### config.mk
export PLATFORM = sky130hd
export DESIGN_NAME = rxbm_ctrl
export DESIGN_NICKNAME = d
export VERILOG_FILES = /design/src/rxbm_pkg.sv /design/src/rxbm_ctrl.sv
export SDC_FILE = /design/constraint.sdc
export NUM_CORES = 1
export LEC_CHECK = 0
export ABC_AREA = 1
export BUFFER_PORTS_ARGS = -buffer_cell sky130_fd_sc_hd__buf_2
export CORE_MARGIN = 5
export CORE_UTILIZATION = 25
export CTS_CLUSTER_SIZE = 16
export DETAILED_ROUTE_END_ITERATION = 6
export HOLD_SLACK_MARGIN = 0.06
export SKIP_LAST_GASP = 1
export SYNTH_ARGS = -nofsm -noshare
export SYNTH_HDL_FRONTEND = slang
export SYNTH_SLANG_ARGS = --single-unit
### constraint.sdc
create_clock -name clk -period 1.5 [get_ports clk]
set_input_delay 0.225 -clock clk [delete_from_list [all_inputs] [get_ports clk]]
set_output_delay 0.225 -clock clk [all_outputs]
set_load 0.005 [all_outputs]
### src/rxbm_pkg.sv
package rxbm_pkg;

	// field widths
	localparam int unsigned VALUE_BITS  = 31;
	localparam int unsigned IDX_W       = 11;
	localparam int unsigned NUM_BUCKETS = 1024;
	localparam int unsigned SLOT_W      = 5;
	localparam int unsigned NODE_W      = 12;
	localparam int unsigned ADDR_W      = NODE_W + SLOT_W;
	localparam int unsigned MEM_DEPTH   = 1 << ADDR_W;
	localparam int unsigned STACK_DEPTH = 16;
	localparam int unsigned SP_W        = 5;

	localparam logic [SLOT_W-1:0] TOP_SLOT = SLOT_W'(VALUE_BITS - 1);
	localparam logic [IDX_W-1:0]  MAX_BC   = IDX_W'(NUM_BUCKETS);

	typedef logic [VALUE_BITS-1:0] value_t;
	typedef logic [IDX_W-1:0]      idx_t;
	typedef logic [NODE_W-1:0]     node_t;
	typedef logic [SLOT_W-1:0]     slot_t;
	typedef logic [ADDR_W-1:0]     addr_t;

	typedef enum logic [4:0] {
		ST_CLEAR,
		ST_IDLE,
		ST_DOWN,
		ST_LOAD_A,
		ST_LOAD_D,
		ST_ADD,
		ST_RIGHT_A,
		ST_RIGHT_D,
		ST_WRITE,
		ST_POP,
		ST_Q_START,
		ST_Q_POP,
		ST_Q_CHK,
		ST_Q_A,
		ST_Q_D,
		ST_MAX,
		ST_OUT
	} state_t;

	typedef enum logic [1:0] {
		SRC_CUR,
		SRC_LEFT,
		SRC_RIGHT
	} src_t;

	typedef struct packed {
		logic accept;
		logic clr_wr;
		logic push_down;
		src_t src;
		logic ld_work;
		logic cnt_init;
		logic cnt_dec;
		logic v_ins;
		logic v_mem;
		logic add_step;
		logic mem_wr;
		logic pop;
		logic q_split;
		logic max_step;
	} cmd_t;

	typedef struct packed {
		logic leaf;
		logic sp_zero;
		logic cnt_zero;
		logic add_last;
		logic rdata_zero;
		logic q_empty;
		logic q_disjoint;
		logic q_contained;
		logic ins_ok;
		logic clr_last;
	} status_t;

endpackage

### src/rxbm_ctrl.sv
module rxbm_ctrl (
	input  logic              clk,
	input  logic              arst_n,
	input  logic              req_valid,
	input  logic              req_cmd,
	input  logic              rsp_ready,
	input  logic              cfg_we,
	input  rxbm_pkg::status_t status,
	output rxbm_pkg::cmd_t    cmd,
	output logic              req_ready,
	output logic              rsp_valid
);
	import rxbm_pkg::*;

	state_t state_q, state_d;
	logic   is_query_q, leaf_q;

	// next state
	always_comb begin
		state_d = state_q;
		unique case (state_q)
			ST_CLEAR: if (status.clr_last) state_d = ST_IDLE;
			ST_IDLE: begin
				if (req_valid) begin
					if (req_cmd) state_d = ST_Q_START;
					else if (status.ins_ok) state_d = ST_DOWN;
				end
			end
			ST_DOWN: if (status.leaf) state_d = ST_LOAD_A;
			ST_LOAD_A: state_d = ST_LOAD_D;
			ST_LOAD_D: begin
				if (!status.cnt_zero) state_d = ST_LOAD_A;
				else if (leaf_q) state_d = ST_ADD;
				else state_d = ST_RIGHT_A;
			end
			ST_ADD: begin
				if (status.add_last) begin
					if (is_query_q) begin
						state_d = status.cnt_zero ? ST_Q_POP : ST_Q_A;
					end else if (leaf_q || status.cnt_zero) begin
						state_d = ST_WRITE;
					end else begin
						state_d = ST_RIGHT_A;
					end
				end
			end
			ST_RIGHT_A: state_d = ST_RIGHT_D;
			ST_RIGHT_D: begin
				if (!status.rdata_zero) state_d = ST_ADD;
				else if (status.cnt_zero) state_d = ST_WRITE;
				else state_d = ST_RIGHT_A;
			end
			ST_WRITE: if (status.cnt_zero) state_d = ST_POP;
			ST_POP: state_d = status.sp_zero ? ST_IDLE : ST_LOAD_A;
			ST_Q_START: state_d = status.q_empty ? ST_OUT : ST_Q_POP;
			ST_Q_POP: state_d = status.sp_zero ? ST_MAX : ST_Q_CHK;
			ST_Q_CHK: begin
				if (!status.q_disjoint && status.q_contained) state_d = ST_Q_A;
				else state_d = ST_Q_POP;
			end
			ST_Q_A: state_d = ST_Q_D;
			ST_Q_D: begin
				if (!status.rdata_zero) state_d = ST_ADD;
				else if (status.cnt_zero) state_d = ST_Q_POP;
				else state_d = ST_Q_A;
			end
			ST_MAX: if (status.cnt_zero) state_d = ST_OUT;
			ST_OUT: if (rsp_ready) state_d = ST_IDLE;
			default: state_d = ST_IDLE;
		endcase
		if (cfg_we) state_d = ST_CLEAR;
	end

	// command outputs
	always_comb begin
		cmd       = '0;
		cmd.src   = SRC_CUR;
		req_ready = 1'b0;
		rsp_valid = 1'b0;
		unique case (state_q)
			ST_CLEAR: cmd.clr_wr = 1'b1;
			ST_IDLE: begin
				req_ready  = 1'b1;
				cmd.accept = req_valid;
			end
			ST_DOWN: begin
				cmd.push_down = !status.leaf;
				cmd.cnt_init  = status.leaf;
			end
			ST_LOAD_A: cmd.src = leaf_q ? SRC_CUR : SRC_LEFT;
			ST_LOAD_D: begin
				cmd.src      = leaf_q ? SRC_CUR : SRC_LEFT;
				cmd.ld_work  = 1'b1;
				cmd.cnt_dec  = !status.cnt_zero;
				cmd.v_ins    = status.cnt_zero && leaf_q;
				cmd.cnt_init = status.cnt_zero && !leaf_q;
			end
			ST_ADD: begin
				cmd.add_step = 1'b1;
				if (status.add_last) begin
					if (is_query_q) begin
						cmd.cnt_dec = !status.cnt_zero;
					end else if (leaf_q || status.cnt_zero) begin
						cmd.cnt_init = 1'b1;
					end else begin
						cmd.cnt_dec = 1'b1;
					end
				end
			end
			ST_RIGHT_A: cmd.src = SRC_RIGHT;
			ST_RIGHT_D: begin
				cmd.src = SRC_RIGHT;
				if (!status.rdata_zero) cmd.v_mem = 1'b1;
				else if (status.cnt_zero) cmd.cnt_init = 1'b1;
				else cmd.cnt_dec = 1'b1;
			end
			ST_WRITE: begin
				cmd.mem_wr  = 1'b1;
				cmd.cnt_dec = !status.cnt_zero;
			end
			ST_POP: begin
				cmd.pop      = !status.sp_zero;
				cmd.cnt_init = 1'b1;
			end
			ST_Q_START: ;
			ST_Q_POP: begin
				cmd.pop      = !status.sp_zero;
				cmd.cnt_init = status.sp_zero;
			end
			ST_Q_CHK: begin
				cmd.cnt_init = !status.q_disjoint && status.q_contained;
				cmd.q_split  = !status.q_disjoint && !status.q_contained;
			end
			ST_Q_A: ;
			ST_Q_D: begin
				if (!status.rdata_zero) cmd.v_mem = 1'b1;
				else if (!status.cnt_zero) cmd.cnt_dec = 1'b1;
			end
			ST_MAX: begin
				cmd.max_step = 1'b1;
				cmd.cnt_dec  = !status.cnt_zero;
			end
			ST_OUT: rsp_valid = 1'b1;
			default: ;
		endcase
	end

	// state and mode flags
	always_ff @(posedge clk or negedge arst_n) begin
		if (!arst_n) begin
			state_q    <= ST_CLEAR;
			is_query_q <= 1'b0;
			leaf_q     <= 1'b0;
		end else begin
			state_q <= state_d;
			if (cmd.accept) begin
				is_query_q <= req_cmd;
				leaf_q     <= 1'b0;
			end
			if (state_q == ST_DOWN && status.leaf) leaf_q <= 1'b1;
			if (state_q == ST_POP) leaf_q <= 1'b0;
		end
	end
endmodule

==> results_dict.tcl, run 1 <==
set metrics [dict create \
    synth_common_cells "nand2_1, nor2_1, inv_1" \
    synthCells 202 \
    whs_ps 255 \
    dp_slack_ps -74.2 \
    crit_family "simple AND/OR/NAND/NOR gates" \
    critPathMaxStageDelay_ps 440 \
    cap_violations 0 \
    via_count 1658 \
    ir_drop_v 0.000658 \
    drt-initial-drc-count 88 \
    synth.area.top_cells "nand2_1, dfrtp_1, nor2_1" \
    chipWidth_um 76.5 \
    startpoint_type "register" \
    grt_remaining_overflow 0 \
    area.growth.synth_to_final_pct 87.4 \
    clock.fmax_ghz 0.557 \
    io_pins 33 \
    relSlewSlack_pct 72.8 \
    grt_first_pass_wirelength_um 7330 \
    root_buffer "clkbuf_8" \
    gp_congestion 0.912 \
    synthFlopType "dfrtp_1" \
    synth_edf_count 0 \
    setup_viol 22 \
    yosysTopAreaCell "nand2_1" \
    grt_pass1_vias 1644 \
    grt_usage_pct 15.2 \
    rsz0062_at_grt "true" \
    fp.dieH_um 76.5 \
    dr.pass1.iters 4 \
    wire_per_inst_um 13.2 \
    cp.buffers_inverters 2 \
    crit_top_cell "nor2_4" \
    crit_path_end_kind "output pin" \
    yosys_warnings 0 \
    place_inst 317 \
    core_um2 4320 \
    htreeDepth 1 \
    start_util_pct 25.6 \
    setup_tns_ps -3320 \
    drc 0 \
    path_cells "nor2_4 > nand2_4 > nor2_4 > inv_2 > nor2_4 > nor2_2 > o2111ai_2 > buf_2" \
    worstMarginPinSlew_ps 403 \
    critPathSlowestCell "dfrtp_2" \
    critical_path.max_fanout 5 \
    status "finished with violations" \
    port_buffers 32 \
    power_density_nw_per_um2 983 \
    arrival_ps 1570 \
    finalCritPeriodShare_pct 120 \
    syn_nets 218 \
    grt_max_degree 10 \
    finalHoldViolations 0 \
    drive_gt1_share_pct 53.0 \
    synth_seq_cells 7 \
    synth_most_common_cell "nand2_1" \
    hp-class "in2reg" \
    clk_pin_slew_ps 50 \
    grt_antenna_before_repair 0 \
    yosys.area.top_type_share_pct 19.7 \
    seq_area_frac_synth_pct 15.8 \
    clock_sinks 7 \
    setup_ws_ps -294 \
    antenna_left 0 \
    required_ps 1270 \
    clock_path_buffers 2 \
    p_leak_nw 1.08 \
    post_drt_via_cell_ratio 4.76 \
    clk_latency_ps 240 \
    dp_hpwl_um 3360 \
    synth_area_um2 1110 \
    antennaDiodeCount 0 \
    async_reset_ff_share_pct 100 \
    fin_skew_ps 6.94 \
    p_total_mw 2.04 \
    cts_buffers 3 \
    post-route-min-period_ps 1790 \
    tritoncts "done" \
    nNetsFinal 313 \
    stdcell_count 348 \
    slew_viol_final 0 \
    rows 24 \
    syn_area_per_cell_um2 5.48 \
    dieArea_um2 5850 \
    path_class "reg2out" \
    violations "negative setup slack" \
    wl_um 4600 \
    synth_cell_types 26 \
]
area by class of cell:
| class | instances | area (µm²) |
|---|---|---|
| inverters | 31 | 121 |
| well taps | 52 | 65.1 |
| fillers | 459 | 2250 |
| clock buffers | 4 | 45.0 |
| multi-input cells | 162 | 982 |
| repair buffers | 92 | 679 |
| flip-flops and latches | 7 | 180 |
kinds of logic after synthesis:
| group | share of synthesized area (%) |
|---|---|
| AOI/OAI and AO/OA | 6.79 |
| buffers and inverters | 11.4 |
| DFF | 15.8 |
| and+or+nand+nor | 66.0 |
final timing paths:
path | from | to | slack [ps] | cells past startpoint
min in group asynchronous | arst_n | leaf_q$_DFFE_PN0P_ | 370 | 2
min | req_cmd | is_query_q$_DFFE_PN0P_ | 260 | 3
max | state_q[4]$_DFFE_PN0P_ | cmd[8] | -290 | 8
max reg2reg | state_q[4]$_DFFE_PN0P_ | state_q[3]$_DFFE_PN0P_ | -150 | 9
max in group asynchronous | arst_n | state_q[1]$_DFFE_PN0P_ | 940 | 2
min reg2reg | is_query_q$_DFFE_PN0P_ | is_query_q$_DFFE_PN0P_ | 620 | 2
timing repair:
item	4_1_cts	5_1_grt
setup buffers	22	7
endpoints found under the setup margin	22	23
pin swaps	13	22
resized for setup	39	29
hold buffers	1	0
endpoints found under the hold margin	7	0
state kept, by name, indices dropped and copies added, names as in the netlist:
| name | flops |
|---|---|
| state_q | 5 |
| is_query_q | 1 |
| leaf_q | 1 |
power breakdown:
| part | switching [mW] | internal, mW |
|---|---|---|
| Combinational | 0.734 | 0.704 |
| Sequential | 0.0825 | 0.238 |
| Clock | 0.0949 | 0.185 |
| Total | 0.911 | 1.13 |
stage by stage:
| stage | area, µm² | util (%) |
|---|---|---|
| 6_report | 2070 | 47.9 |
| 5_1_grt | 2070 | 47.9 |
| 4_1_cts | 1930 | 44.6 |
| 3_5_place_dp | 1580 | 36.6 |
| 3_3_place_gp | 1580 | 36.6 |
| 2_1_floorplan | 1110 | - |
worst register-to-register path: cells and delay by family, from the launching register on:
kind	cells	cell delay, ps
AND/OR/NAND/NOR	7	880
buffers and inverters	2	280
flip-flops	1	440
routing by layer:
| metal | routed length, µm | GRT usage [%] | part of all wire, % | up-vias |
|---|---|---|---|---|
| li1 | - | - | - | 823 |
| met1 | 1890 | 17.9 | 41 | 760 |
| met2 | 2250 | 26.6 | 49 | 54 |
| met3 | 266 | 2.60 | 5.8 | 21 |
| met4 | 188 | 6.82 | 4.1 | 0 |
| met5 | 0 | 0 | 0 | - |
layout by cell type (no fill, tap or decap), drive strengths merged, types with 5 or more instances in the layout:
cell type  synthesis  routed
buf                2      91
nand2             66      66
nor2              52      52
inv               30      30
nand3             17      17
dfrtp              7       7
o21ai              6       6
nor3               5       5
Power figures use the tool's default switching activity.
==> run 2, diff against run 1 <==
==> constraint.sdc (replaced) <==
create_clock -name clk -period 1.5 [get_ports clk]
set_input_delay 0.225 -clock clk [delete_from_list [all_inputs] [get_ports clk]]
set_output_delay 0.225 -clock clk [all_outputs]
set_load 0.1 [all_outputs]
==> results_dict.tcl, run 2 (same netlist as run 1, synthesis figures left out) <==
set metrics [dict create \
    setup_tns_ps -5650 \
    antenna_left 0 \
    start_util_pct 25.6 \
    final_common_cell "buf_4" \
    grt_first_pass_wirelength_um 8030 \
    pwr-share-clk_pct 10.7 \
    setup_viol 24 \
    rsz0062_at_grt "true" \
    root_buffer "clkbuf_8" \
    drt-initial-drc-count 75 \
    clock_sinks 7 \
    critPathMaxStageDelay_ps 450 \
    crit_path_end "cmd[7]" \
    r2r_cells 13 \
    post-route-min-period_ps 1880 \
    largest_reg_flops 5 \
    arrival_ps 1660 \
    ir_drop_v 0.000592 \
    wire_per_inst_um 13.2 \
    grt_max_degree 10 \
    grt_pass1_vias 1804 \
    cap_violations 0 \
    post-route-util_pct 57.4 \
    p_comb_share_pct 76.8 \
    critPathSlowestCell "dfrtp_2" \
    clk_pin_slew_ps 40 \
    worst-r2r-setup-slack_ps -230 \
    fin_skew_ps 4.34 \
    whs_path_depth 3 \
    worstMarginPinSlew_ps 282 \
    sw_frac_of_total_pct 51.7 \
    fill_cells 398 \
    hp-class "in2reg" \
    violations "negative setup slack" \
    htreeDepth 1 \
    crit_path_end_kind "output pin" \
    required_ps 1270 \
    critical_path.max_fanout 5 \
    crit_start "state_q[3]$_DFFE_PN0P_" \
    relSlewSlack_pct 81.0 \
    nNetsFinal 324 \
    largest-register "state_q" \
    via_count 1687 \
    core_um2 4320 \
    crit_family "buffers and inverters" \
    dpl_cell_area_um2 2040 \
    post_drt_via_cell_ratio 4.70 \
    grt_usage_pct 16.4 \
    p_sw_mw 1.32 \
    antennaDiodeCount 0 \
    chipWidth_um 76.5 \
    intPower_mw 1.23 \
    path_class "reg2out" \
    tritoncts "done" \
    port_buffers 32 \
    drc 0 \
    io_pins 33 \
    path_cells "buf_6 > nand3_4 > buf_12 > nor2_4 > nand2_2 > o2111ai_4 > buf_12" \
    rows 24 \
    grt_remaining_overflow 0 \
    wl_um 4730 \
    regToRegEndpoint "state_q[1]$_DFFE_PN0P_" \
    setup_ws_ps -384 \
    power_density_nw_per_um2 1030 \
    area.growth.synth_to_final_pct 124 \
    worst_r2r_startpoint "state_q[2]$_DFFE_PN0P_" \
    dr.pass1.iters 4 \
    clock_path_buffers 2 \
    cts_buffers 3 \
    place_inst 327 \
    final_area_um2 2480 \
    grt_antenna_before_repair 0 \
    finalCritPeriodShare_pct 126 \
    slew_viol_final 0 \
    dieArea_um2 5850 \
    final_cell_mix "buf_4, nand2_1, nor2_1, inv_1, nor2_4" \
    cp.depth 7 \
    stdcell_count 359 \
    fp.dieH_um 76.5 \
    finalHoldViolations 0 \
    dp_hpwl_um 3540 \
    clock.fmax_ghz 0.531 \
    top_regs "state_q (5), is_query_q (1), leaf_q (1)" \
    crit_top_cell "buf_12" \
    drive_gt1_share_pct 57.3 \
    p_seq_share_pct 12.5 \
    gp_congestion 0.915 \
    status "finished with violations" \
    cp.buffers_inverters 3 \
    p_leak_nw 1.19 \
    p_total_mw 2.55 \
    startpoint_type "register" \
    clk_latency_ps 230 \
]
run 2: worst reg2reg max path: stages, from the launching register on:
cell and delay [ps]:
dfrtp_2 470, inv_2 120, nand3_4 100, nor2_4 110
nand2_2 70, buf_4 130, buf_4 120, buf_4 120
buf_4 120, nand2_2 50, inv_1 40, nand3_1 80
nand2_1 50, nand2_1 70
run 2: power groups by stage:
stage          combinational, mW  sequential (mW)  clock (mW)
4_1_cts                     1.88            0.309       0.279
6_report                    1.96            0.318       0.272
5_1_grt                     2.08            0.325       0.286
3_5_place_dp                1.76            0.303           0
3_3_place_gp                1.75            0.303           0
2_1_floorplan               1.03            0.300           0
run 2: how the worst min path moves through the flow:
stage | start | to | slack [ps]
detailed placement | arst_n | state_q[3]$_DFFE_PN0P_ | 80
finish | req_cmd | is_query_q$_DFFE_PN0P_ | 270
CTS | req_cmd | is_query_q$_DFFE_PN0P_ | 270
global placement | arst_n | state_q[3]$_DFFE_PN0P_ | 70
global route | req_cmd | is_query_q$_DFFE_PN0P_ | 280
floorplan | arst_n | is_query_q$_DFFE_PN0P_ | -70
run 2: final cells by class:
type / instances / area (µm²) / share of cell area (%)
well taps: 52 / 65.1 / 2.62
inverters: 31 / 135 / 5.44
clock buffers: 4 / 45.0 / 1.81
multi-input cells: 162 / 1050 / 42.3
flip-flops and latches: 7 / 181 / 7.31
repair buffers: 103 / 1000 / 40.5
run 2: per-layer routing:
metal  vias up  track usage, %  part of all wire (%)
met4         0            6.82                   2.9
met1       776            20.0                    41
li1        848               -                     -
met3        14            2.96                   4.4
met2        49            28.1                    51
met5         -               0                     0
run 2: metrics by stage:
step,hold WS (ps),setup WS (ps)
final,272,-384
after global routing,279,-435
after CTS,273,-352
after detailed placement,79.4,-209
after global placement,72.3,-177
after floorplan,-70.6,-792
run 2: what timing repair did:
action / 4_1_cts / 5_1_grt
setup endpoints to repair: 22 / 24
endpoints found under the hold margin: 7 / 0
pin swaps: 17 / 8
gates cloned: 0 / 0
setup buffers: 22 / 6
hold buffers: 1 / 0
gates resized for setup: 32 / 15
